<file path="src/design/apr_pkg.sv">
// ----------------------------------------------------------------------------
// apr_pkg
// Shared types and constants for the audio playback ring with prebuffer.
// ----------------------------------------------------------------------------
`timescale 1ns / 1ps

package apr_pkg;

	localparam int SAMPLE_W       = 16;
	localparam int FRAME_W        = 2 * SAMPLE_W;
	localparam int GAIN_W         = 16;
	localparam int LEVEL_W        = 13;
	localparam int PAD_W          = 5;
	localparam int CFG_IDX_W      = 1;
	localparam int CFG_DATA_W     = 16;
	localparam int DEF_RING_DEPTH = 8192;
	localparam int DEF_PAD_FRAMES = 16;

	localparam logic [GAIN_W-1:0]  GAIN_RESET   = 16'd256;
	localparam logic [LEVEL_W-1:0] PREBUF_RESET = 13'd7168;

	typedef enum logic [1:0] {
		OP_PUSH  = 2'd0,
		OP_DRAIN = 2'd1,
		OP_BEGIN = 2'd2,
		OP_END   = 2'd3
	} op_t;

	typedef enum logic [CFG_IDX_W-1:0] {
		REG_GAIN   = 1'b0,
		REG_PREBUF = 1'b1
	} reg_t;

	// per-word status passed from the control unit to the output pipeline
	typedef struct packed {
		logic               from_mem;
		logic               frame_valid;
		logic               accepted;
		logic               underrun;
		logic [LEVEL_W-1:0] level;
		logic               playing;
		logic               finished;
	} meta_t;

endpackage

</file>
<file path="src/design/apr_scale.sv">
// ----------------------------------------------------------------------------
// apr_scale
// Q8.8 gain: multiply, round half to even, saturate to 16 bits.
// ----------------------------------------------------------------------------
`timescale 1ns / 1ps

module apr_scale (
	input  logic signed [apr_pkg::SAMPLE_W-1:0] sample,
	input  logic        [apr_pkg::GAIN_W-1:0]   gain,
	output logic        [apr_pkg::SAMPLE_W-1:0] scaled
);

	localparam int PROD_W = apr_pkg::SAMPLE_W + apr_pkg::GAIN_W + 1;
	localparam int QUO_W  = PROD_W - 8;

	logic signed [PROD_W-1:0] prod;
	logic signed [QUO_W-1:0]  quo;
	logic        [7:0]        frac;
	logic                     round_up;
	logic signed [QUO_W:0]    rounded;

	always_comb begin
		prod     = $signed({1'b0, gain}) * $signed(PROD_W'(sample));
		quo      = prod[PROD_W-1:8];   // floor of the divide by 256
		frac     = prod[7:0];
		round_up = (frac > 8'd128) || ((frac == 8'd128) && quo[0]);
		rounded  = $signed({quo[QUO_W-1], quo}) + $signed({{QUO_W{1'b0}}, round_up});
		if (rounded > $signed((QUO_W+1)'(32767))) begin
			scaled = 16'h7FFF;
		end else if (rounded < $signed(-(QUO_W+1)'(32768))) begin
			scaled = 16'h8000;
		end else begin
			scaled = rounded[apr_pkg::SAMPLE_W-1:0];
		end
	end

endmodule

</file>
<file path="config.mk">
export PLATFORM = sky130hd
export DESIGN_NAME = apr_scale
export DESIGN_NICKNAME = d
export VERILOG_FILES = /design/src/design/apr_pkg.sv /design/src/design/apr_scale.sv
export SDC_FILE = /design/constraint.sdc
export NUM_CORES = 1
export LEC_CHECK = 0
export ABC_CLOCK_PERIOD_IN_PS = 8700
export CAP_MARGIN = 20
export CORE_ASPECT_RATIO = 1.5
export CORE_MARGIN = 2
export CORE_UTILIZATION = 45
export DETAILED_ROUTE_END_ITERATION = 8
export DONT_BUFFER_PORTS = 1
export PLACE_DENSITY = 0.6
export RECOVER_POWER = 100
export SYNTH_ARGS = -nofsm -noshare
export SYNTH_HDL_FRONTEND = slang
export SYNTH_SLANG_ARGS = --single-unit
</file>
<file path="constraint.sdc">
create_clock -name vclk -period 8.7
set_input_delay 0.435 -clock vclk [all_inputs]
set_output_delay 0.435 -clock vclk [all_outputs]
set_load 0.01 [all_outputs]
</file>
Word-level counts from Yosys, hierarchy flattened. Cells that the tools add are included.

Reduce and logical (&&, ||, !) cells: 2. Order comparisons: 3. Multiply operators: 1. Equal/unequal tests: 1. Mux-type cells: 2. Add/sub/neg operators: 1.

Operator list (count): $mul 17x16->33 (1); $mux 16 (2); $add 25x2->26 (1); $gt 26x16->1 const B (1); $lt 26x16->1 const B (1); $eq 8x8->1 const B (1); $gt 8x8->1 const B (1); $logic_and 1x1->1 (1); $logic_or 1x1->1 (1).

Register bits: 0. Output and inout bits: 16. Input bits: 32.

Longest topological paths before layout. Gate-level depths: netlist of run 1.

Word-level depth: 8. Gate-level depth with buffers: 30. Mapped depth without buffers: 24.

Least setup slack after synthesis of run 1. OpenSTA, ideal clock, no wires.

Path type: input -> output. From: input port sample[6] (netlist name). To: output port scaled[10] (netlist name). Cell stages on the path: 28. Data required time: 8.265 ns. Setup slack: 0.676 ns. Arrival: 7.589 ns. Cells stage by stage: clkbuf_1 and2_1 fa_1 inv_1 fa_1 fa_1 inv_1 fa_1 fa_1 inv_1 fa_1 inv_1 ha_1 buf_2 a21oi_1 o211ai_1 a21boi_1 and2_1 xor2_1 or4_1 buf_2 or3_1 buf_6 or3_4 a211oi_4 buf_6 a31oi_1 a21oi_2.

Word-level cells in the longest chain between the ends: 8. Elaborated cells on any way between the ends: 10. Classes of those cells: 1 x add/sub; 1 x mul; 3 x order compare; 1 x eq/ne; 2 x mux; 2 x reduce/logical.

Ends and longest elaborated chain: from (decl) (line apr_scale.sv:8) `input logic signed [apr_pkg::SAMPLE_W-1:0] sample,`; $mul 17x16->33 * (line apr_scale.sv:23) `prod = $signed({1'b0, gain}) * $signed(PROD_W'(sample));`; parallel branches: the longest is 3 deep, another holds $gt 8x8->1; $add 25x2->26 * (line apr_scale.sv:27) `rounded = $signed({quo[QUO_W-1], quo}) + $signed({{QUO_W{1'b0}}, round_up});`; $lt 26x16->1 (line apr_scale.sv:30) `end else if (rounded < $signed(-(QUO_W+1)'(32768))) begin`; $mux 16 (line apr_scale.sv:30); $mux 16 * (line apr_scale.sv:28) `if (rounded > $signed((QUO_W+1)'(32767))) begin`; to (decl) (line apr_scale.sv:10) `output logic [apr_pkg::SAMPLE_W-1:0] scaled`.

Every way passes the cells marked *.

Worst setup path in the final report of run 1.
From: input port gain[7] (netlist name). To: output port scaled[2] (netlist name).

Word-level cells in the longest chain between the ends: 8. Elaborated cells on any way between the ends: 10. Classes of those cells: 1 x add/sub; 1 x mul; 3 x order compare; 1 x eq/ne; 2 x mux; 2 x reduce/logical.

Ends and longest elaborated chain: from (decl) (line apr_scale.sv:9) `input logic [apr_pkg::GAIN_W-1:0] gain,`; $mul 17x16->33 * (line apr_scale.sv:23); parallel branches: the longest is 3 deep, another holds $gt 8x8->1; $add 25x2->26 * (line apr_scale.sv:27); $lt 26x16->1 (line apr_scale.sv:30); $mux 16 (line apr_scale.sv:30); $mux 16 * (line apr_scale.sv:28).

Marks and branches as above.

==> results.py, run 1 <==
metrics = {
    "sta": {
        "tightestPinTransition_ns": 0.8314,
        "hold_violations": 0,
        "slew_viol_final": 0,
        "max_slew_margin": 0.4420,
        "setup_slack_ns": 0.4049,
        "fin_crit_ns": 8.295,
        "finalSetupViolations": 0,
        "fin_setup_tns_ns": 0,
        "fmax_mhz": 120.6,
        "timing.final.crit_share": 0.9535,
        "rsz0062_at_grt": "false",
    },
    "final_layout": {
        "final_nets": 1564,
        "final_common_cell": "inv_1",
        "layout_common_cells": "inv_1, fa_1, nand2_1, and2_1, ha_1",
        "syn2layout_area_growth_pct": 1.724,
        "seq_area_um2": 0,
        "n_fill_cell": 2225,
        "nClkBuffers": 0,
        "drive_gt1_frac": 0.02885,
        "diodes": 0,
        "final_cell_count_no_fill": 1489,
        "design.seq.count": 0,
    },
    "place": {
        "port-buffer-count": 0,
        "pre_cts_slack_ns": 0.3425,
        "dp_hpwl_um": 21040,
        "dp_cells": 1489,
        "gp_congestion": 0.8677,
    },
    "worst_hold_path": {
        "hold_path_class": "primary input to output port",
    },
    "critical_path": {
        "critPathSlowestCell": "fa_1",
        "path_class": "primary input to output port",
        "cp.required_ns": 8.27,
        "crit_fanout": 16,
        "cp.arrival_ns": 7.86,
        "path_common_cell": "fa_1",
        "critPathLaunchType": "primary input",
        "crit_path_end_kind": "output port",
        "crit_path_max_incr_delay_ns": 0.57,
    },
    "routing": {
        "drtPass1Iterations": 5,
        "routedWlPerCell_um": 16.95,
        "avgViaCountPerCell": 5.541,
        "wirelength_um": 25240,
        "drcViolationCount": 0,
        "drt_iter0_drc": 394,
        "ant_nets": 0,
        "num_vias": 8250,
    },
    "die": {
        "design.portCount": 48,
        "die_area_mm2": 0.02416,
        "core_mm2": 0.02238,
        "die_w_um": 127.6,
        "fp-row-count": 67,
        "die_h_um": 189.4,
        "start_util": 0.4605,
    },
    "run": {
        "maxCapViolCount": 0,
    },
    "yosys": {
        "syn_inst": 1254,
        "synth_top_area_share": 0.3768,
        "synth_warnings": 0,
        "synth.distinct_cells": 69,
        "syn-num-nets": 1603,
        "synth.cell_area_mm2": 0.01031,
        "synth_area_leaders": "fa_1, ha_1, inv_1, and2_1, nand2_1",
        "avgSynthCellArea_um2": 8.220,
        "ys_seq_area_frac": 0,
        "synth_top_cell_by_area": "fa_1",
    },
    "clock_tree": {
        "cts.hold.buffers_added": 0,
    },
    "grt": {
        "grt_pass1_vias": 8883,
        "grt-ovfl-total": 0,
        "grt_pass1_wl_um": 44290,
        "grtUsageTotal": 0.2237,
        "grt_max_degree": 17,
        "antenna_found_initial": 0,
    },
    "outcome": {
        "status": "finished, final reports clean",
    },
}
-- Yosys cell counts (all sizes together), types with 16 or more instances --
cell    count
ha        123
xnor2      32
a31oi      21
nor2       45
xor2       16
o21ai      25
a21oi      54
nor3       16
nand2     160
fa        194
nand2b     16
inv       239
and2      130
clkbuf     38
buf        18
-- routing by layer --
metal | wire length, µm | global-route usage | up-vias
met5 | 0 | 0 | -
met4 | 466 | 0.03466 | 0
met3 | 840 | 0.01328 | 42
met2 | 13100 | 0.4066 | 154
met1 | 10840 | 0.2975 | 4186
li1 | - | - | 3868
-- layout make-up --
type                       count  area (µm²)  area share
timing repair buffer          15       108.9     0.01038
tap                          276       345.3     0.03294
multi-input combinational    959        9134      0.8711
inverter                     239       897.1     0.08556
-- critical path: cells and delay by family --
family / cells / cell delay, ns
fa+ha+maj: 7 / 3.54
simple gates: 5 / 1.82
compound gates: 7 / 1.47
buf+inv: 6 / 0.59
-- logic make-up after synthesis --
| kind of cell | after synthesis | synth area share |
|---|---|---|
| buffers and inverters | 295 | 0.1116 |
| and+or+nand+nor | 425 | 0.2083 |
| AOI/OAI and AO/OA | 166 | 0.1095 |
| xor gates and xnor gates | 48 | 0.04151 |
| muxes | 3 | 0.003035 |
| adders and majority gates | 317 | 0.5261 |
-- through the flow --
stage | utilization | instance area, µm² | hold WS (ns)
after CTS | 0.4697 | 10510 | 1.596
final | 0.4684 | 10490 | 1.571
after detailed placement | 0.4697 | 10510 | 1.591
after floorplan | - | 10310 | 1.343
after global placement | 0.4697 | 10510 | 1.577
after global routing | 0.4684 | 10490 | 1.691
-- path summary, 6_finish.rpt --
kind	start	cells after the start	end
min	gain[0]	6	scaled[0]
max	gain[7]	25	scaled[2]
-- timing repair --
item,in CTS,in global routing
setup endpoints to repair,0,15
gates resized for setup,0,3
buffers inserted,0,0
Power of run 1 is not shown: default switching activity piles up to over one toggle a cycle in this logic, so the estimate is an artifact.
==> inputs of run 2 (changes only) <==
- BUFFER_PORTS_ARGS: default -> -buffer_cell sky130_fd_sc_hd__buf_2
- CAP_MARGIN: 20 -> default
- DONT_BUFFER_PORTS: 1 -> default
- PLACE_DENSITY: 0.6 -> 0.61
==> run 2 against run 1 <==
Effect of this change:
- worst setup slack worse by 0.098 ns
- non-clock buffer count up 51
- global-route usage down 0.44 points
- hold slack better by 0.21 ns
- first-iteration DRC count unchanged
- sequential share of layout area unchanged
==> results.py, run 2 (same netlist as run 1, synthesis figures left out) <==
metrics = {
    "outcome": {
        "status": "finished, final reports clean",
    },
    "grt": {
        "antenna_found_initial": 0,
        "grt_pass1_vias": 8827,
        "grtUsageTotal": 0.2193,
        "grt-ovfl-total": 0,
        "grt_pass1_wl_um": 43830,
        "grt_max_degree": 17,
    },
    "clock_tree": {
        "post_cts_resized": 0,
        "cts.hold.buffers_added": 0,
        "postCtsSetupBuffers": 0,
    },
    "final_layout": {
        "layout_common_cells": "inv_1, fa_1, nand2_1, and2_1, ha_1",
        "final_nets": 1615,
        "nClkBuffers": 0,
        "final_util": 0.4833,
        "n_fill_cell": 2214,
        "design.seq.count": 0,
        "seq_area_um2": 0,
        "final_common_cell": "inv_1",
        "diodes": 0,
        "multiInputGateArea_mm2": 0.009196,
        "drive_gt1_frac": 0.07911,
        "syn2layout_area_growth_pct": 4.953,
        "final_cell_area_mm2": 0.01082,
    },
    "place": {
        "gp_congestion": 0.9666,
        "port-buffer-count": 48,
        "placed_area_mm2": 0.01078,
        "dp_hpwl_um": 21150,
    },
    "routing": {
        "ant_nets": 0,
        "drtPass1Iterations": 5,
        "wirelength_um": 25090,
        "drcViolationCount": 0,
        "avgViaCountPerCell": 5.409,
        "num_vias": 8330,
        "routedWlPerCell_um": 16.29,
        "drt_iter0_drc": 394,
    },
    "sta": {
        "finalSetupViolations": 0,
        "fmax_mhz": 119.2,
        "rsz0062_at_grt": "false",
        "slew_viol_final": 0,
        "tightestPinTransition_ns": 0.7780,
        "hold_violations": 0,
        "timing.final.crit_share": 0.9647,
        "fin_setup_tns_ns": 0,
        "fin_crit_ns": 8.393,
        "max_slew_margin": 0.4778,
    },
    "worst_hold_path": {
        "holdCritStartpoint": "sample[0]",
        "hold_end": "scaled[0]",
        "hold_path_class": "primary input to output port",
        "hold_depth": 7,
    },
    "die": {
        "die_area_mm2": 0.02416,
        "core_mm2": 0.02238,
        "start_util": 0.4605,
        "die_h_um": 189.4,
        "die_w_um": 127.6,
        "fp-row-count": 67,
        "design.portCount": 48,
    },
    "critical_path": {
        "critPathLaunchType": "primary input",
        "cp.arrival_ns": 7.96,
        "path_class": "primary input to output port",
        "setup.worst_path.start": "sample[15]",
        "cp.required_ns": 8.27,
        "crit_fanout": 15,
        "crit_path_end_kind": "output port",
    },
    "run": {
        "maxCapViolCount": 0,
    },
}
-- run 2: changes by cell type in the layout (fill, tap and decap cells not counted), moves of 3 or more --
cell | before | now
clkbuf_2 | 0 | 3
a21oi_1 | 53 | 44
buf_2 | 0 | 39
a21oi_2 | 1 | 10
buf_4 | 13 | 18
-- run 2: worst max path at each step --
stage                 endpoint  slack [ns]  cells after the start
floorplan           scaled[10]        0.68                     28
global placement    scaled[10]        0.17                     24
detailed placement   scaled[8]        0.07                     24
CTS                  scaled[8]        0.04                     24
global route        scaled[14]        0.02                     25
finish              scaled[14]        0.31                     25
-- run 2: layer usage --
| metal | up-vias | track usage | part of all wire |
|---|---|---|---|
| met3 | 22 | 0.01074 | 0.026 |
| met2 | 150 | 0.3986 | 0.52 |
| li1 | 3972 | - | - |
| met1 | 4186 | 0.2946 | 0.45 |
| met4 | 0 | 0.03085 | 0.012 |
| met5 | - | 0 | 0 |
-- run 2: through the flow --
step	setup slack, ns	std cells	hold slack, ns
3_3_place_gp	0.1692	1540	1.807
3_5_place_dp	0.07209	1540	1.798
6_report	0.3073	1540	1.783
5_1_grt	0.02069	1540	1.947
2_1_floorplan	0.6758	1254	1.343
4_1_cts	0.03617	1540	1.805
-- run 2: critical path, stage by stage --
cell and delay (ns):
buf_2 0.19, inv_2 0.25, nor2_1 0.11, fa_1 0.52, fa_1 0.52, fa_1 0.54
fa_1 0.54, fa_1 0.58, inv_1 0.07, fa_1 0.54, inv_1 0.04, ha_1 0.38
a21oi_2 0.28, o21ai_1 0.19, a21o_1 0.20, and2_1 0.16, or3_1 0.41, xnor2_1 0.23
or4_1 0.61, or4_1 0.42, o211ai_1 0.14, a211oi_2 0.07, buf_4 0.20, a21oi_1 0.16
clkbuf_2 0.14
-- run 2: final cells by class --
| class | instances | area share |
|---|---|---|
| multi-input combinational | 959 | 0.8501 |
| tap | 276 | 0.03192 |
| inverter | 239 | 0.08293 |
| timing repair buffer | 66 | 0.03505 |
Power of run 2 is left out for the same reason.
==> inputs of run 3 (changes only) <==
- PLACE_DENSITY: 0.61 -> default
- PLACE_DENSITY_LB_ADDON: default -> 0.2
==> run 3 against run 2 <==
Effect of this change:
- routed wire length shrank 2.2%
- first-iteration DRC count shrank 7.6%
- non-clock buffer count grew 4
- fmax grew 1.2%
- global-route usage shrank 0.35 points
- count of clock-buffer cells in the layout is the same
- hold slack gained 0.0055 ns
- via count shrank 0.28%
- sequential share of layout area is the same
- critical path depth shrank 1
- die area is the same
- flip-flop and latch count is the same
- critical path type unchanged
- highest routed layer unchanged
==> results.py, run 3 (same netlist as run 1, synthesis figures left out) <==
metrics = {
    "place": {
        "dp_hpwl_um": 21200,
        "gp_congestion": 0.8971,
        "port-buffer-count": 48,
        "pre_cts_slack_ns": 0.1613,
    },
    "sta": {
        "fin_crit_ns": 8.297,
        "finalSetupViolations": 0,
        "max_slew_margin": 0.4625,
        "hold_violations": 0,
        "rsz0062_at_grt": "false",
        "fin_setup_tns_ns": 0,
        "tightestPinTransition_ns": 0.8008,
        "slew_viol_final": 0,
        "fmax_mhz": 120.5,
        "setup_slack_ns": 0.4029,
        "timing.final.crit_share": 0.9537,
    },
    "grt": {
        "antenna_found_initial": 0,
        "grtUsageTotal": 0.2158,
        "grt_pass1_vias": 8772,
        "grt-ovfl-total": 0,
        "grt_max_degree": 17,
        "grt_pass1_wl_um": 43070,
    },
    "die": {
        "die_area_mm2": 0.02416,
        "die_h_um": 189.4,
        "core_mm2": 0.02238,
        "start_util": 0.4605,
        "fp-row-count": 67,
        "design.portCount": 48,
        "die_w_um": 127.6,
    },
    "final_layout": {
        "seq_area_um2": 0,
        "layout_common_cells": "inv_1, fa_1, nand2_1, and2_1, ha_1",
        "diodes": 0,
        "final_nets": 1619,
        "design.seq.count": 0,
        "drive_gt1_frac": 0.07965,
        "final_common_cell": "inv_1",
        "nClkBuffers": 0,
        "syn2layout_area_growth_pct": 5.523,
        "multiInputGateArea_mm2": 0.009200,
        "n_fill_cell": 2215,
    },
    "critical_path": {
        "critPathSlowestCell": "or4_1",
        "path_class": "primary input to output port",
        "path_common_cell": "fa_1",
        "crit_fanout": 16,
        "crit_path_end_kind": "output port",
        "crit_path_max_incr_delay_ns": 0.58,
        "cp.required_ns": 8.27,
        "path_cells": "clkbuf_4 > and2_1 > fa_1 > inv_1 > fa_1 > fa_1 > inv_1 > fa_1 > fa_1 > fa_1 > ha_1 > nand2_2 > or2_1 > a311oi_2 > or2_4 > xnor2_2 > or4_1 > or3_4 > or3_4 > a211oi_4 > buf_4 > a31oi_1 > a21oi_2 > clkbuf_1",
        "cp.arrival_ns": 7.86,
        "critPathLaunchType": "primary input",
    },
    "routing": {
        "routedWlPerCell_um": 15.89,
        "drt_iter0_drc": 364,
        "ant_nets": 0,
        "wirelength_um": 24540,
        "num_vias": 8307,
        "drcViolationCount": 0,
        "avgViaCountPerCell": 5.380,
        "drtPass1Iterations": 5,
    },
    "worst_hold_path": {
        "hold_path_class": "primary input to output port",
    },
    "run": {
        "maxCapViolCount": 0,
    },
    "outcome": {
        "status": "finished, final reports clean",
    },
}
-- run 3: cell types whose count changed in the layout (fill, tap and decap cells not counted), sizes merged --
cell	change
clkbuf	+7
buf	-3
-- run 3: path summary, 6_finish.rpt --
kind / cells after the start / slack, ns / endpoint / startpoint
max: 24 / 0.40 / scaled[8] / gain[6]
min: 7 / 1.79 / scaled[0] / sample[0]
-- run 3: area by class of cell --
| type | instances | area share |
|---|---|---|
| tap | 276 | 0.03175 |
| multi-input combinational | 959 | 0.8459 |
| inverter | 239 | 0.08248 |
| timing repair buffer | 70 | 0.03992 |
-- run 3: repair_timing --
| action | in CTS | in global routing |
|---|---|---|
| endpoints found under the setup margin | 0 | 15 |
| hold buffers | 0 | 0 |
| resized for setup | 0 | 16 |
| setup buffers | 0 | 0 |
-- run 3: worst max-delay path, delay by kind of cell --
kind	cells	cell delay (ns)
buf+inv	5	0.70
xor+xnor	1	0.10
compound gates	4	0.85
fa+ha+maj	7	3.54
simple gates	7	2.26
-- run 3: routing by layer --
layer,vias up,part of all wire,track usage
met2,158,0.51,0.3891
met3,31,0.032,0.01159
li1,3983,-,-
met4,0,0.017,0.03212
met1,4135,0.44,0.2912
met5,-,0,0
-- run 3: per-stage QoR --
step	std cells	cell area [µm²]	utilization	hold WS, ns
final	1544	10880	0.4859	1.789
after global routing	1544	10880	0.4859	1.975
after CTS	1544	10830	0.4839	1.823
after detailed placement	1544	10830	0.4839	1.817
after global placement	1544	10830	0.4839	1.825
after floorplan	1254	10310	-	1.343
Power of run 3 is left out for the same reason.
