**src/design/apr_pkg.sv**
```systemverilog
// ----------------------------------------------------------------------------
// apr_pkg
// Shared types and constants for the audio playback ring with prebuffer.
// ----------------------------------------------------------------------------
`timescale 1ns / 1ps

package apr_pkg;

	localparam int SAMPLE_W       = 16;
	localparam int FRAME_W        = 2 * SAMPLE_W;
	localparam int GAIN_W         = 16;
	localparam int LEVEL_W        = 13;
	localparam int PAD_W          = 5;
	localparam int CFG_IDX_W      = 1;
	localparam int CFG_DATA_W     = 16;
	localparam int DEF_RING_DEPTH = 8192;
	localparam int DEF_PAD_FRAMES = 16;

	localparam logic [GAIN_W-1:0]  GAIN_RESET   = 16'd256;
	localparam logic [LEVEL_W-1:0] PREBUF_RESET = 13'd7168;

	typedef enum logic [1:0] {
		OP_PUSH  = 2'd0,
		OP_DRAIN = 2'd1,
		OP_BEGIN = 2'd2,
		OP_END   = 2'd3
	} op_t;

	typedef enum logic [CFG_IDX_W-1:0] {
		REG_GAIN   = 1'b0,
		REG_PREBUF = 1'b1
	} reg_t;

	// per-word status passed from the control unit to the output pipeline
	typedef struct packed {
		logic               from_mem;
		logic               frame_valid;
		logic               accepted;
		logic               underrun;
		logic [LEVEL_W-1:0] level;
		logic               playing;
		logic               finished;
	} meta_t;

endpackage

```
**src/design/apr_ctrl.sv**
```systemverilog
// ----------------------------------------------------------------------------
// apr_ctrl
// Ring pointers, fill count, playback state and configuration registers.
// Issues sample store writes for pushes and reads for drain ticks.
// ----------------------------------------------------------------------------
`timescale 1ns / 1ps

module apr_ctrl #(
	parameter int RING_DEPTH = apr_pkg::DEF_RING_DEPTH,
	parameter int PAD_FRAMES = apr_pkg::DEF_PAD_FRAMES
) (
	input  logic                               clk,
	input  logic                               arst_n,
	input  logic                               fire,
	input  logic [1:0]                         operation,
	input  logic                               cfg_we,
	input  logic [apr_pkg::CFG_IDX_W-1:0]      cfg_index,
	input  logic [apr_pkg::CFG_DATA_W-1:0]     cfg_data,
	output logic [apr_pkg::GAIN_W-1:0]         gain,
	output logic                               wr_en,
	output logic [$clog2(RING_DEPTH)-1:0]      wr_addr,
	output logic                               rd_en,
	output logic [$clog2(RING_DEPTH)-1:0]      rd_addr,
	output apr_pkg::meta_t                     meta
);

	localparam int PTR_W = $clog2(RING_DEPTH);
	localparam int CMP_W = (PTR_W > apr_pkg::LEVEL_W) ? PTR_W : apr_pkg::LEVEL_W;
	localparam logic [PTR_W-1:0]          LAST_PTR = PTR_W'(RING_DEPTH - 1);
	localparam logic [apr_pkg::PAD_W-1:0] PAD_LOAD = apr_pkg::PAD_W'(PAD_FRAMES);

	logic [PTR_W-1:0]            wp_q, rp_q, fill_q;
	logic [PTR_W-1:0]            wp_n, rp_n, fill_n;
	logic                        running_q, ending_q, running_n, ending_n;
	logic [apr_pkg::PAD_W-1:0]   pad_q, pad_n, pad_dec;
	logic [apr_pkg::GAIN_W-1:0]  gain_q;
	logic [apr_pkg::LEVEL_W-1:0] prebuf_q;
	logic [CMP_W-1:0]            fill_ext;
	logic                        full, empty;

	function automatic logic [PTR_W-1:0] next_ptr(input logic [PTR_W-1:0] p);
		return (p == LAST_PTR) ? '0 : p + PTR_W'(1);
	endfunction

	always_comb begin
		full      = (fill_q == LAST_PTR);
		empty     = (fill_q == '0);
		wp_n      = wp_q;
		rp_n      = rp_q;
		fill_n    = fill_q;
		running_n = running_q;
		ending_n  = ending_q;
		pad_n     = pad_q;
		pad_dec   = pad_q - apr_pkg::PAD_W'(pad_q != '0);
		wr_en     = 1'b0;
		rd_en     = 1'b0;
		meta      = '0;
		case (apr_pkg::op_t'(operation))
			apr_pkg::OP_PUSH: begin
				if (!full) begin
					wr_en           = fire;
					wp_n            = next_ptr(wp_q);
					fill_n          = fill_q + PTR_W'(1);
					meta.accepted   = 1'b1;
				end
				if (!running_q && (CMP_W'(fill_n) >= CMP_W'(prebuf_q))) begin
					running_n = 1'b1;
				end
			end
			apr_pkg::OP_DRAIN: begin
				if (running_q) begin
					if (!empty) begin
						rd_en            = fire;
						rp_n             = next_ptr(rp_q);
						fill_n           = fill_q - PTR_W'(1);
						meta.from_mem    = 1'b1;
						meta.frame_valid = 1'b1;
					end else if (ending_q) begin
						// pad frames of silence, then stop and rewind
						meta.frame_valid = (pad_q != '0);
						pad_n            = pad_dec;
						if (pad_dec == '0) begin
							meta.finished = 1'b1;
							running_n     = 1'b0;
							ending_n      = 1'b0;
							wp_n          = '0;
							rp_n          = '0;
							fill_n        = '0;
						end
					end else begin
						meta.frame_valid = 1'b1;
						meta.underrun    = 1'b1;
					end
				end
			end
			apr_pkg::OP_BEGIN: begin
				running_n = 1'b0;
				ending_n  = 1'b0;
				pad_n     = '0;
				wp_n      = '0;
				rp_n      = '0;
				fill_n    = '0;
			end
			apr_pkg::OP_END: begin
				running_n = 1'b1;
				ending_n  = 1'b1;
				pad_n     = PAD_LOAD;
			end
			default: begin
				running_n = running_q;
			end
		endcase
		fill_ext     = CMP_W'(fill_n);
		meta.level   = fill_ext[apr_pkg::LEVEL_W-1:0];
		meta.playing = running_n;
	end

	always_ff @(posedge clk or negedge arst_n) begin
		if (!arst_n) begin
			wp_q      <= '0;
			rp_q      <= '0;
			fill_q    <= '0;
			running_q <= 1'b0;
			ending_q  <= 1'b0;
			pad_q     <= '0;
		end else if (fire) begin
			wp_q      <= wp_n;
			rp_q      <= rp_n;
			fill_q    <= fill_n;
			running_q <= running_n;
			ending_q  <= ending_n;
			pad_q     <= pad_n;
		end
	end

	always_ff @(posedge clk or negedge arst_n) begin
		if (!arst_n) begin
			gain_q   <= apr_pkg::GAIN_RESET;
			prebuf_q <= apr_pkg::PREBUF_RESET;
		end else if (cfg_we) begin
			case (apr_pkg::reg_t'(cfg_index))
				apr_pkg::REG_GAIN:   gain_q   <= cfg_data;
				apr_pkg::REG_PREBUF: prebuf_q <= cfg_data[apr_pkg::LEVEL_W-1:0];
				default:             gain_q   <= gain_q;
			endcase
		end
	end

	assign gain    = gain_q;
	assign wr_addr = wp_q;
	assign rd_addr = rp_q;

	a_fill_bound: assert property (@(posedge clk) disable iff (!arst_n)
		fill_q <= LAST_PTR)
		else $error("ring fill beyond capacity");

	a_ending_running: assert property (@(posedge clk) disable iff (!arst_n)
		ending_q |-> running_q)
		else $error("end pending while stopped");

	a_port_conflict: assert property (@(posedge clk) disable iff (!arst_n)
		!(wr_en && rd_en))
		else $error("store written and read by one word");

	a_finish_rewinds: assert property (@(posedge clk) disable iff (!arst_n)
		(fire && meta.finished) |=> (wp_q == '0) && (rp_q == '0) && !running_q)
		else $error("finish did not stop and rewind");

	a_underrun_empty: assert property (@(posedge clk) disable iff (!arst_n)
		(fire && meta.underrun) |=> (fill_q == '0) && $stable(rp_q))
		else $error("underrun with data buffered");

endmodule

```
**config.mk**
```make
export PLATFORM = sky130hd
export DESIGN_NAME = apr_ctrl
export DESIGN_NICKNAME = d
export VERILOG_FILES = /design/src/design/apr_pkg.sv /design/src/design/apr_ctrl.sv
export SDC_FILE = /design/constraint.sdc
export NUM_CORES = 1
export LEC_CHECK = 0
export BUFFER_PORTS_ARGS = -buffer_cell sky130_fd_sc_hd__buf_4
export CAP_MARGIN = 20
export CORE_ASPECT_RATIO = 1.25
export CORE_UTILIZATION = 45
export CTS_CLUSTER_SIZE = 20
export DETAILED_ROUTE_END_ITERATION = 10
export PLACE_DENSITY = 0.66
export SKIP_CTS_REPAIR_TIMING = 1
export SYNTH_ARGS = -nofsm -noshare
export SYNTH_HDL_FRONTEND = slang
export SYNTH_SLANG_ARGS = --single-unit
```
**constraint.sdc**
```tcl
create_clock -name clk -period 4.3 [get_ports clk]
set_input_delay 0 -clock clk [delete_from_list [all_inputs] [get_ports clk]]
set_output_delay 0 -clock clk [all_outputs]
set_load 0.005 [all_outputs]
```
After elaboration in Yosys (flattened, before gate mapping)
Cells that the tools add are included.

storage, ports and cells
  register bits after elaboration = 75
  bits of input ports = 23
  output and inout bits = 63
  logic and storage cells = 96

operators by class
  $add $sub $neg = 5
  order comparisons = 1
  equality and inequality tests = 13
  mux-type cells = 53
  bitwise operators = 1
  reduce and logical (&&, ||, !) cells = 15

operators with widths
  cell                   number
  $mux 13                15
  $pmux 13 s3            2
  $add 13x1->13 const B  3
  $eq 13x13->1 const B   3
  $mux 1                 27
  $pmux 13 s2            1
  $mux 5                 3
  $pmux 5 s3             1
  $ge 13x13->1           1
  $logic_not 13->1       1
  $sub 13x1->13 const B  1
  $ne 2x2->1 const B     5
  $reduce_and 5->1       2
  $reduce_and 7->1       1
  $ne 3x3->1 const B     2
  $reduce_bool 3->1      2
  $logic_not 5->1        1
  $reduce_bool 5->1      1
  $sub 5x1->5            1
  $eq 2x2->1 const B     2
  $mux 2                 2
  $pmux 1 s4             1
  $reduce_and 2->1       2
  $reduce_and 4->1       1
  7 further kinds        7

Longest topological paths before layout
Gate-level depths: netlist (run 1).

  depth after elaboration = 8
  depth in mapped cells = 14
  gate-level depth less buffers = 12

Worst setup path after synthesis (run 1)
No wires, ideal clock.

  kind = register to register
  from = reg pad_q[2] in the netlist's numbering
  to = reg wp_q[4], in the netlist wr_addr[4]
  setup time = 95 ps
  data arrival time = 2877 ps
  required time = 4205 ps
  slack = 1328 ps
  cell stages (with the launch flop) = 11
  path buffers = 1
  period minus slack after synthesis = 2972 ps
  path through = dfrtp_1 -> or2_2 -> or4_1 -> ha_1 -> ha_1 -> and3b_1 -> and3_1 -> a31oi_2 -> or3_1 -> buf_2 -> o31ai_1

between the ends
  cells in the longest elaborated chain, start to end = 5

ends and longest elaborated chain
  element                              line             source
  start, declared                      apr_ctrl.sv:35   logic [apr_pkg::PAD_W-1:0] pad_q, pad_n, pad_dec;
  start signal, assigned               apr_ctrl.sv:132  pad_q <= pad_n;
  $reduce_bool 5->1                    apr_ctrl.sv:54   pad_dec = pad_q - apr_pkg::PAD_W'(pad_q != '0);
  $sub 5x1->5 *                        apr_ctrl.sv:54
  $logic_not 5->1 *                    apr_ctrl.sv:82   if (pad_dec == '0) begin
  $ne 2x2->1 (no source line) *        -
  $reduce_and 7->1 (no source line) *  -
  end signal, assigned                 apr_ctrl.sv:127  wp_q <= wp_n;
  end, declared                        apr_ctrl.sv:32   logic [PTR_W-1:0] wp_q, rp_q, fill_q;

Mark *: on every way between the ends. The rest lies on a longest branch, timed or not.
A chain may end at the register's enable or synchronous reset.

==> flow_summary.rst, run 1 <==
.. list-table::
   :header-rows: 1

   * - Metric
     - Value
   * - Worst min-delay path category
     - primary input to flip-flop
   * - H-tree levels
     - 3
   * - Clock period minus final worst setup slack
     - 3.584 ns
   * - Remaining number of nets flagged by the antenna check after routing
     - 0
   * - Worst min-delay path startpoint
     - operation[1]
   * - Unrepaired setup endpoints after global routing
     - false
   * - Vias after detailed routing
     - 5,025
   * - Distinct cell type count of the synthesized netlist
     - 72
   * - CP Data Arrival Time
     - 3.58 ns
   * - Area Growth Syn to Fin
     - 23.21%
   * - Clock tree from TritonCTS
     - built
   * - Number of nets in the layout
     - 704
   * - Chip Height
     - 122.0 um
   * - Critical path start-end classification
     - flip-flop to output port
   * - Antenna violations before repair
     - 0
   * - Antenna cells
     - 0
   * - Total nets after synthesis
     - 619
   * - Worst hold slack
     - -0.01768 ns
   * - DR pass1 iterations
     - 9
   * - Library cell used as clock root buffer
     - sky130_fd_sc_hd__clkbuf_16
   * - Cell type with the highest aggregate area in the netlist
     - sky130_fd_sc_hd__dfrtp_1
   * - Worst reg2reg startpoint
     - pad_q[2]$_DFFE_PN0P_
   * - Wirelength per Cell
     - 18.27 um
   * - Starting Density
     - 46.51%
   * - Residual DRC count
     - 5
   * - Worst clock skew
     - 0.007748 ns
   * - Die width
     - 97.96 um
   * - Type of destination of the critical path
     - output port
   * - Total length of routed wires
     - 14,580 um
   * - Leak Pwr
     - 2.784 nW
   * - Overall Global Routing Usage
     - 24.69%
   * - Clock transition time at the flip-flop clock pins of the worst setup and hold paths
     - 0.06 ns
   * - List of cells traversed by the critical path
     - ha_1, and4_1, nand4_1, nand2_1, xor2_1, inv_1, ha_1, a21o_1, a31oi_1, o21ai_0, a211oi_1, nor2_1, buf_4
   * - Asr flop ratio synth
     - 100.0%
   * - Detail Placement HPWL
     - 10,180 um
   * - Mean cell area of the mapped netlist
     - 9.040 um^2
   * - Final hold viol count
     - 2
   * - Maximum number of pins on one net before global-route repair
     - 76
   * - Critical Path Start Type
     - flip-flop
   * - Total of max-cap violations
     - 0
   * - Cell count after synthesis
     - 573
   * - Post-synthesis cell area
     - 5180 um^2
   * - Row Count
     - 43
   * - Yosys Warn Count
     - 0
   * - First-pass GRT wire length
     - 23,650 um
   * - Crit path from
     - fill_q[0]$_DFFE_PN0P_
   * - Required time reported for the critical path endpoint
     - 4.30 ns
   * - Placeable core area
     - 11,140 um^2
   * - Critical Path Max Stage Delay
     - 0.49 ns
   * - Die Footprint
     - 11,950 um^2
   * - Failing checks
     - DRC, hold timing
   * - Via density
     - 6.297
   * - Peak supply drop
     - 0.0002962 V
   * - Final period utilization
     - 83.35%
   * - Number of buffer cells added on primary ports
     - 85
   * - Area taken by multi-input logic gates
     - 3042 um^2
   * - Dominant synthesized flop cell
     - sky130_fd_sc_hd__dfrtp_1
   * - Setup TNS
     - 0 ns
   * - Highest attainable clock frequency
     - 279.0 MHz
   * - # fillers
     - 968
   * - Clock net sink count
     - 75
   * - Count of flip-flops with a built-in enable after synthesis
     - 0
   * - Number of pins with negative max-slew slack in the final report
     - 0
   * - Boundary pin count
     - 86
   * - Cell with the biggest individual delay on the critical path
     - sky130_fd_sc_hd__dfrtp_1
   * - Clk buf depth
     - 2
   * - Post-synthesis register bit count
     - 75
   * - Seq/Total Area, Yosys
     - 36.33%
   * - Clock network latency to the later pin of the worst-skew pair
     - 0.34 ns
   * - PD cells
     - 483.3 nW/um^2
   * - Number of global-route vias before repair
     - 4,746
   * - Status
     - finished with violations
   * - Worst-margin pin slew
     - 0.9626 ns
   * - Total clock buffers created by CTS
     - 9
   * - Number of DRC markers after the initial detailed-route iteration
     - 540
   * - Instance area after placement
     - 5892 um^2
   * - Cell types occupying the most area after synthesis
     - sky130_fd_sc_hd__dfrtp_1 34%, sky130_fd_sc_hd__mux2_2 7.2%, sky130_fd_sc_hd__ha_1 5.6%
   * - Post-synth top area share
     - 34.30%
   * - FF+latch area
     - 1882 um^2
   * - Routability cong.
     - 0.9082
   * - Most frequent cell on the critical path
     - sky130_fd_sc_hd__ha_1
   * - Fraction of final layout cells sized beyond drive strength 1
     - 23.23%
   * - Final count of negative-setup-slack endpoints
     - 0
   * - Total grt overflow
     - 0
   * - Worst relative slew slack
     - 35.83%
   * - Worst Path Max Fanout
     - 9
   * - Design Area, Final
     - 6382 um^2
==> stage by stage <==
step | total power, mW | utilization (%) | cells | worst slack, ns
final | 3.084 | 57.31 | 798 | 0.7160
after detailed placement | 2.223 | 52.90 | 765 | 0.7787
after global placement | 2.176 | 52.90 | 765 | 0.9159
after floorplan | 1.815 | - | 573 | 1.328
after CTS | 3.064 | 55.78 | 781 | 0.7062
after global routing | 3.279 | 57.31 | 798 | 0.3038
==> synthesized netlist by cell type (4+ instances only) <==
library cell,n
sky130_fd_sc_hd__or4_1,7
sky130_fd_sc_hd__nand4_1,20
sky130_fd_sc_hd__and3_1,12
sky130_fd_sc_hd__a211o_1,4
sky130_fd_sc_hd__nand3_1,25
sky130_fd_sc_hd__or3_1,12
sky130_fd_sc_hd__nor2b_1,5
sky130_fd_sc_hd__ha_1,23
sky130_fd_sc_hd__a21oi_1,26
sky130_fd_sc_hd__o31ai_1,25
sky130_fd_sc_hd__nand2_1,41
sky130_fd_sc_hd__nor2_1,23
sky130_fd_sc_hd__mux2_2,33
sky130_fd_sc_hd__xnor2_1,5
sky130_fd_sc_hd__nor3b_1,5
sky130_fd_sc_hd__nand2b_1,9
sky130_fd_sc_hd__dfstp_2,4
sky130_fd_sc_hd__and4_1,7
sky130_fd_sc_hd__a211oi_1,9
sky130_fd_sc_hd__dfrtp_1,71
sky130_fd_sc_hd__o21ai_0,26
sky130_fd_sc_hd__clkbuf_1,26
sky130_fd_sc_hd__inv_1,32
sky130_fd_sc_hd__nor3_1,18
sky130_fd_sc_hd__o211ai_1,5
sky130_fd_sc_hd__a31oi_1,9
sky130_fd_sc_hd__o21ai_1,8
sky130_fd_sc_hd__o221ai_1,6
==> worst paths after layout <==
kind / slack [ns] / to / depth (start not counted)
worst max-delay path: 0.72 / meta[1] / 13
worst min-delay path: -0.02 / ending_q$_DFFE_PN0P_ / 3
worst max register to register: 0.75 / wr_addr[6]$_DFFE_PN0P_ / 9
worst min register to register: 0.51 / gain[12]$_DFFE_PN0P_ / 1
max in group asynchronous: 3.32 / wr_addr[5]$_DFFE_PN0P_ / 2
min in group asynchronous: 0.33 / rd_addr[11]$_DFFE_PN0P_ / 2
==> sequential cells by signal, indices dropped and copies added (netlist names) <==
signal     flops
rd_addr       13
fill_q        13
wr_addr       13
gain          16
prebuf_q      13
ending_q       1
pad_q          5
running_q      1
==> per-layer routing <==
layer | GRT usage [%] | share of wire (%) | wire length, um
met3 | 5.164 | 6.8 | 990
met1 | 32.66 | 43 | 6294
met4 | 11.74 | 3.1 | 454
met2 | 38.64 | 47 | 6840
met5 | 0 | 0 | 0
==> critical path: cells and delay by family (launching register included) <==
kind                     cells  cell delay, ns
AO/OA/AOI/OAI                4            0.73
XOR/XNOR                     1            0.32
AND/OR/NAND/NOR              4            0.91
flip-flops                   1            0.49
adder cells (fa/ha/maj)      2            0.58
buffers and inverters        2            0.23
==> cells by family after synthesis <==
family,count (synthesis),synth area share [%]
adder cells (fa/ha/maj),23,5.556
flip-flops,75,36.33
XOR/XNOR,8,1.498
buffers and inverters,66,5.048
AO/OA/AOI/OAI,160,21.45
multiplexers,36,7.826
AND/OR/NAND/NOR,205,22.29
==> layout by cell type (no fill, tap or decap), drive strengths merged, types with 4 or more instances in the layout <==
| cell | instances |
|---|---|
| or4 | 7 |
| inv | 33 |
| clkbuf | 12 |
| xnor2 | 6 |
| or3 | 13 |
| a21oi | 26 |
| ha | 23 |
| nand2 | 41 |
| nand3 | 25 |
| nor3 | 18 |
| nand4 | 20 |
| o221ai | 6 |
| mux2 | 36 |
| o21ai | 34 |
| a211o | 4 |
| o211ai | 5 |
| dlygate4sd3 | 17 |
| nand2b | 9 |
| dfstp | 4 |
| or2 | 4 |
| dfrtp | 71 |
| a31oi | 10 |
| nor2 | 23 |
| and3 | 12 |
| a211oi | 9 |
| nor2b | 5 |
| nor4 | 5 |
| buf | 90 |
| o31ai | 25 |
| and4 | 7 |
| nor3b | 5 |
==> report_power, final <==
part           internal (mW)  switching, mW  leakage (nW)  total (mW)
clock                  0.525          0.309         0.157       0.834
sequential             0.842          0.224         0.926        1.07
combinational          0.557          0.628          1.70        1.18
total                   1.92           1.16          2.78        3.08
==> layout make-up <==
| type | count | area share (%) |
|---|---|---|
| well taps | 135 | 2.647 |
| clock buffers | 12 | 3.862 |
| clock inverters | 4 | 1.157 |
| multi-input cells | 432 | 47.66 |
| flip-flops and latches | 75 | 29.48 |
| repair buffers | 107 | 13.25 |
| inverters | 33 | 1.941 |
Note: power is estimated with default switching activity, not from simulation.
==> run 2: changes to the inputs <==
- PLACE_DENSITY: 0.66 -> 0.69
- clock period: 4.3 -> 3 ns (I/O delays scaled with it)
==> flow_summary.rst, run 2 (same netlist as run 1, synthesis figures left out) <==
.. list-table::
   :header-rows: 1

   * - Metric
     - Value
   * - DR pass1 iterations
     - 8 (-1)
   * - Highest attainable clock frequency
     - 337.1 MHz
   * - Share of total power in sequential cells
     - 28.9% (-5.7 points)
   * - Via density
     - 6.196 (-1.6%)
   * - Worst min-delay path startpoint
     - operation[1]
   * - Final period utilization
     - 98.87%
   * - Clock transition time at the flip-flop clock pins of the worst setup and hold paths
     - 0.07 ns (about the same)
   * - Utilization of the core after routing
     - 62.32% (+5.0 points)
   * - Clock tree from TritonCTS
     - built
   * - Final count of negative-setup-slack endpoints
     - 0 (unchanged)
   * - Worst Setup Slack, final
     - 0.03386 ns (-0.6821 ns)
   * - Max reg flops
     - 16 (unchanged)
   * - Wirelength per Cell
     - 18.33 um (+0.33%)
   * - Leading cell type in the layout, fill and taps excluded
     - sky130_fd_sc_hd__buf_4
   * - Library cell used as clock root buffer
     - sky130_fd_sc_hd__clkbuf_16
   * - Count of cells along the worst register-to-register path
     - 10 (+1)
   * - Vias after detailed routing
     - 5,267 (+4.8%)
   * - Starting Density
     - 46.51% (unchanged)
   * - Critical Path Start Type
     - flip-flop
   * - Final hold viol count
     - 1 (-1)
   * - Placeable core area
     - 11,140 um^2 (unchanged)
   * - Worst min-delay path category
     - primary input to flip-flop
   * - PD cells
     - 711.5 nW/um^2 (+47%)
   * - Boundary pin count
     - 86 (unchanged)
   * - Fraction of final layout cells sized beyond drive strength 1
     - 32.17% (+8.9 points)
   * - Total clock buffers created by CTS
     - 9 (unchanged)
   * - Worst setup slack for register-to-register paths
     - 0.04 ns (-0.71 ns)
   * - CP Data Arrival Time
     - 2.97 ns (-0.61 ns)
   * - Required time reported for the critical path endpoint
     - 3.00 ns (-1.30 ns)
   * - Clock network latency to the later pin of the worst-skew pair
     - 0.34 ns (about the same)
   * - H-tree levels
     - 3 (unchanged)
   * - Antenna violations before repair
     - 0 (unchanged)
   * - Clk buf depth
     - 2 (unchanged)
   * - Total Power
     - 4.938 mW (+60%)
   * - Failing checks
     - DRC, hold timing
   * - Worst-margin pin slew
     - 0.7607 ns (-0.2019 ns)
   * - Routability cong.
     - 0.9649 (+6.2%)
   * - Worst Path Max Fanout
     - 6 (-3)
   * - Worst reg2reg startpoint
     - pad_q[2]$_DFFE_PN0P_
   * - Worst hold slack
     - -0.02109 ns (-0.003408 ns)
   * - Logic gate share of total power
     - 47.6% (+9.2 points)
   * - Unrepaired setup endpoints after global routing
     - true
   * - Number of pins with negative max-slew slack in the final report
     - 0 (unchanged)
   * - Switching power of the nets
     - 1.859 mW (+60%)
   * - Number of DRC markers after the initial detailed-route iteration
     - 425 (-21%)
   * - Instance area after placement
     - 6192 um^2 (+5.1%)
   * - Total grt overflow
     - 0 (unchanged)
   * - Leak Pwr
     - 3.063 nW (+10%)
   * - Fraction of power spent switching nets
     - 37.64% (about the same)
   * - Cell-internal power
     - 3.080 mW (+60%)
   * - Worst setup slack before clock tree synthesis
     - -0.1704 ns (-0.9491 ns)
   * - Total length of routed wires
     - 15,580 um (+6.9%)
   * - Clock net sink count
     - 75 (unchanged)
   * - Maximum number of pins on one net before global-route repair
     - 76 (unchanged)
   * - Post-route non-filler standard cell count
     - 850 (+6.5%)
   * - Area Growth Syn to Fin
     - 33.99%
   * - Die width
     - 97.96 um (unchanged)
   * - Type of destination of the critical path
     - output port
   * - Placed cells
     - 805 (+5.2%)
   * - Row Count
     - 43 (unchanged)
   * - Most frequent cells in the layout
     - 139 x sky130_fd_sc_hd__buf_4, 70 x sky130_fd_sc_hd__dfrtp_1, 40 x sky130_fd_sc_hd__nand2_1, 33 x sky130_fd_sc_hd__mux2_2, 32 x sky130_fd_sc_hd__inv_1
   * - Chip Height
     - 122.0 um (unchanged)
   * - Proportion of power drawn by the clock network
     - 23.4% (-3.6 points)
   * - Status
     - finished with violations
   * - Crit path from
     - fill_q[1]$_DFFE_PN0P_
   * - Remaining number of nets flagged by the antenna check after routing
     - 0 (unchanged)
   * - Die Footprint
     - 11,950 um^2 (unchanged)
   * - Worst setup path endpoint
     - meta[1]
   * - Worst clock skew
     - 0.01105 ns (+0.003305 ns)
   * - Number of buffer cells added on primary ports
     - 85 (unchanged)
   * - Worst relative slew slack
     - 49.29% (+13 points)
   * - Number of nets in the layout
     - 756 (+7.4%)
   * - Total of max-cap violations
     - 0 (unchanged)
   * - Design Area, Final
     - 6940 um^2 (+8.7%)
   * - Residual DRC count
     - 8 (+3)
   * - Number of global-route vias before repair
     - 4,978 (+4.9%)
   * - Detail Placement HPWL
     - 10,840 um (+6.5%)
   * - Capture instance of the worst register-to-register path
     - wr_addr[11]$_DFFE_PN0P_
   * - Peak supply drop
     - 0.0003602 V (+22%)
   * - Critical path start-end classification
     - flip-flop to output port
   * - Clock period minus final worst setup slack
     - 2.966 ns
   * - Overall Global Routing Usage
     - 25.73% (+1.0 points)
   * - Antenna cells
     - 0 (unchanged)
   * - First-pass GRT wire length
     - 24,660 um (+4.3%)
## run 2: cell types whose count changed in the layout (fill, tap and decap cells not counted), moves of 3 or more
cell,previous run,this run
sky130_fd_sc_hd__o21ai_0,26,22
sky130_fd_sc_hd__ha_4,0,4
sky130_fd_sc_hd__ha_1,23,19
sky130_fd_sc_hd__o21ai_1,8,11
sky130_fd_sc_hd__buf_4,90,139
## run 2: per-stage QoR
step | setup TNS (ns) | hold slack, ns
finish | 0 | -0.02109
CTS | -3.278 | -0.1362
global route | -0.2331 | 0.005745
global placement | 0 | 0.2045
detailed placement | -1.257 | 0.2183
floorplan | 0 | -0.2956
## run 2: worst max-delay path, stage by stage, from the launching register on
cell and delay, ns:
sky130_fd_sc_hd__dfrtp_1 0.40, sky130_fd_sc_hd__ha_4 0.20, sky130_fd_sc_hd__nand4_1 0.14, sky130_fd_sc_hd__nor4_2 0.41, sky130_fd_sc_hd__xnor2_1 0.21, sky130_fd_sc_hd__ha_1 0.26, sky130_fd_sc_hd__nand2b_1 0.14, sky130_fd_sc_hd__a31oi_1 0.19
sky130_fd_sc_hd__o21ai_1 0.10, sky130_fd_sc_hd__a211oi_2 0.20, sky130_fd_sc_hd__buf_4 0.16, sky130_fd_sc_hd__nor2_1 0.06, sky130_fd_sc_hd__buf_4 0.15
## run 2: how the worst min path moves through the flow
stage	to	slack, ns	depth (start not counted)
finish	ending_q$_DFFE_PN0P_	-0.02	3
global route	ending_q$_DFFE_PN0P_	0.006	3
CTS	fill_q[6]$_DFFE_PN0P_	-0.14	1
detailed placement	rd_addr[9]$_DFFE_PN0P_	0.22	1
global placement	rd_addr[10]$_DFFE_PN0P_	0.20	1
floorplan	ending_q$_DFFE_PN0P_	-0.30	0
## run 2: layout make-up
type | count | area, um^2
repair buffers | 159 | 1264
flip-flops and latches | 75 | 1883
fillers | 908 | 4197
multi-input cells | 432 | 3187
clock inverters | 4 | 47.55
clock buffers | 12 | 266.5
inverters | 33 | 123.9
well taps | 135 | 168.9
## run 2: power groups by stage
stage               sequential (mW)  combinational, mW  clock (mW)
global route                   1.45               2.55        1.21
CTS                            1.41               1.99        1.17
detailed placement             1.43               1.97           0
finish                         1.43               2.35        1.16
floorplan                      1.38               1.23           0
global placement               1.41               1.91           0
## run 2: layer usage
layer,wire (um),vias up,track usage [%]
met3,945,38,4.877
met1,6570,2540,33.65
met2,7674,233,42.78
met5,0,-,0
met4,391,0,8.712
li1,-,2456,-
==> run 3: changes to the inputs <==
- HOLD_SLACK_MARGIN: not set -> 0.03
==> flow_summary.rst, run 3 (same netlist as run 1, synthesis figures left out) <==
.. list-table::
   :header-rows: 1

   * - Metric
     - Value
   * - Status
     - finished with violations
   * - Failing checks
     - DRC
   * - DR pass1 iterations
     - 8 (unchanged)
   * - Clock tree from TritonCTS
     - built
   * - Critical path start-end classification
     - flip-flop to output port
   * - Overall Global Routing Usage
     - 25.73% (unchanged)
   * - Total of max-cap violations
     - 0 (unchanged)
   * - Final hold viol count
     - 0 (-1)
   * - Placeable core area
     - 11,140 um^2 (unchanged)
   * - Most Used Layer, Global Route
     - met2
   * - Fraction of final layout cells sized beyond drive strength 1
     - 32.03% (-0.13 points)
   * - Unrepaired setup endpoints after global routing
     - true
   * - H-tree levels
     - 3 (unchanged)
   * - Wirelength per Cell
     - 18.24 um (-0.51%)
   * - Worst-margin pin slew
     - 0.7607 ns (+0.00001079 ns)
   * - CP Data Arrival Time
     - 2.95 ns (-0.02 ns)
   * - Number of nets in the layout
     - 759 (+0.40%)
   * - Antenna violations before repair
     - 0 (unchanged)
   * - Setup TNS
     - 0 ns (unchanged)
   * - Final period utilization
     - 98.44% (-0.43 points)
   * - Cell with the biggest individual delay on the critical path
     - sky130_fd_sc_hd__or4_4
   * - Total grt overflow
     - 0 (unchanged)
   * - Global routing met1 resource utilization
     - 33.65% (unchanged)
   * - Number of buffer cells added on primary ports
     - 85 (unchanged)
   * - Number of global-route vias before repair
     - 4,978 (unchanged)
   * - First-pass GRT wire length
     - 24,660 um (unchanged)
   * - List of cells traversed by the critical path
     - or2_4, or4_4, ha_4, ha_4, and3b_1, and3_4, buf_6, a211o_1, nand3_2, a21o_1, buf_6
   * - Critical Path Max Stage Delay
     - 0.44 ns (+0.03 ns)
   * - Peak supply drop
     - 0.0003604 V (about the same)
   * - Leak Pwr
     - 3.074 nW (+0.36%)
   * - Highest attainable clock frequency
     - 338.6 MHz (+0.44%)
   * - Worst clock skew
     - 0.01069 ns (-0.0003605 ns)
   * - PD cells
     - 708.5 nW/um^2 (-0.43%)
   * - Starting Density
     - 46.51% (unchanged)
   * - Die width
     - 97.96 um (unchanged)
   * - Global-route met2 utilization
     - 42.78% (unchanged)
   * - Boundary pin count
     - 86 (unchanged)
   * - Antenna cells
     - 0 (unchanged)
   * - Detail Placement HPWL
     - 10,840 um (unchanged)
   * - Final count of negative-setup-slack endpoints
     - 0 (unchanged)
   * - Worst setup slack for register-to-register paths
     - 0.05 ns (about the same)
   * - Clock network latency to the later pin of the worst-skew pair
     - 0.34 ns (about the same)
   * - Leading cell type in the layout, fill and taps excluded
     - sky130_fd_sc_hd__buf_4
   * - Clock period minus final worst setup slack
     - 2.953 ns (-0.01297 ns)
   * - Total clock buffers created by CTS
     - 9 (unchanged)
   * - Clock transition time at the flip-flop clock pins of the worst setup and hold paths
     - 0.06 ns (about the same)
   * - Vias after detailed routing
     - 5,293 (+0.49%)
   * - Library cell used as clock root buffer
     - sky130_fd_sc_hd__clkbuf_16
   * - Worst relative slew slack
     - 49.29% (about the same)
   * - Row Count
     - 43 (unchanged)
   * - Total length of routed wires
     - 15,560 um (-0.15%)
   * - Maximum number of pins on one net before global-route repair
     - 76 (unchanged)
   * - Global-route met3 utilization
     - 4.877% (unchanged)
   * - Most frequent cells in the layout
     - 139 x sky130_fd_sc_hd__buf_4, 70 x sky130_fd_sc_hd__dfrtp_1, 40 x sky130_fd_sc_hd__nand2_1, 33 x sky130_fd_sc_hd__mux2_2, 32 x sky130_fd_sc_hd__inv_1
   * - Max reg flops
     - 16 (unchanged)
   * - Chip Height
     - 122.0 um (unchanged)
   * - Critical Path Start Type
     - flip-flop
   * - Worst Path Max Fanout
     - 3 (-3)
   * - Top Family by Delay on Critical Path
     - simple AND/OR/NAND/NOR gates
   * - Via density
     - 6.205 (+0.14%)
   * - Buffer and inverter count on the worst path
     - 2 (unchanged)
   * - Clock net sink count
     - 75 (unchanged)
   * - Type of destination of the critical path
     - output port
   * - Die Footprint
     - 11,950 um^2 (unchanged)
   * - Routability cong.
     - 0.9649 (unchanged)
   * - Area Growth Syn to Fin
     - 34.57%
   * - Worst min-delay path category
     - primary input to flip-flop
   * - Clk buf depth
     - 2 (unchanged)
   * - Number of pins with negative max-slew slack in the final report
     - 0 (unchanged)
   * - Number of DRC markers after the initial detailed-route iteration
     - 429 (+0.94%)
   * - Required time reported for the critical path endpoint
     - 3.00 ns (about the same)
   * - Remaining number of nets flagged by the antenna check after routing
     - 0 (unchanged)
   * - Residual DRC count
     - 8 (unchanged)
   * - Total Power
     - 4.938 mW (about the same)
[run 3: cell types whose count changed in the layout (fill, tap and decap cells not counted)]
cell,delta
sky130_fd_sc_hd__dlygate4sd3_1,+3
[run 3: per-layer routing]
layer  vias to the layer above  part of all wire (%)
met4                         0                   2.6
li1                       2469                     -
met1                      2547                    42
met3                        38                   6.6
met5                         -                     0
met2                       239                    49
[run 3: metrics by stage]
stage | setup slack, ns | instances | cell area [um^2] | hold WS (ns) | util [%]
floorplan | 0.02757 | 573 | 5180 | -0.2956 | -
global placement | 0.01613 | 805 | 6192 | 0.2045 | 55.60
detailed placement | -0.1704 | 805 | 6192 | 0.2183 | 55.60
CTS | -0.2937 | 821 | 6506 | -0.1362 | 58.42
global route | -0.07092 | 853 | 6970 | 0.06365 | 62.59
finish | 0.04684 | 853 | 6970 | 0.03979 | 62.59
[run 3: final cells by class]
type | count | area (um^2)
Tap cell | 135 | 168.9
Timing Repair Buffer | 162 | 1294
Clock buffer | 12 | 266.5
Sequential cell | 75 | 1883
Clock inverter | 4 | 47.55
Multi-Input combinational cell | 432 | 3187
Fill cell | 906 | 4167
Inverter | 33 | 123.9
[run 3: where the power goes]
group          internal (mW)  leakage [nW]  total (mW)  switching [mW]
clock network          0.710         0.155        1.16           0.447
logic                   1.16          1.99        2.35            1.19
registers               1.21         0.924        1.43           0.220
[run 3: path summary, 6_finish.rpt]
| check | from | endpoint | cells after the start |
|---|---|---|---|
| worst max-delay path | pad_q[2]$_DFFE_PN0P_ | meta[2] | 11 |
| worst min-delay path | operation[0] | pad_q[4]$_DFFE_PN0P_ | 3 |
| worst max register to register | pad_q[2]$_DFFE_PN0P_ | wr_addr[11]$_DFFE_PN0P_ | 10 |
| worst min register to register | prebuf_q[2]$_DFFE_PN0P_ | prebuf_q[2]$_DFFE_PN0P_ | 1 |
| max in group asynchronous | arst_n | gain[8]$_DFFE_PN1P_ | 3 |
| min in group asynchronous | arst_n | rd_addr[4]$_DFFE_PN0P_ | 2 |
[run 3: worst reg2reg max path, stage by stage, from the launching register on]
cell and delay (ns):
sky130_fd_sc_hd__dfrtp_1 0.38, sky130_fd_sc_hd__or2_4 0.25, sky130_fd_sc_hd__or4_4 0.44, sky130_fd_sc_hd__ha_4 0.19
sky130_fd_sc_hd__ha_4 0.27, sky130_fd_sc_hd__and3b_1 0.18, sky130_fd_sc_hd__and3_4 0.22, sky130_fd_sc_hd__a31oi_2 0.13
sky130_fd_sc_hd__buf_4 0.22, sky130_fd_sc_hd__o41ai_1 0.42, sky130_fd_sc_hd__a22o_1 0.19
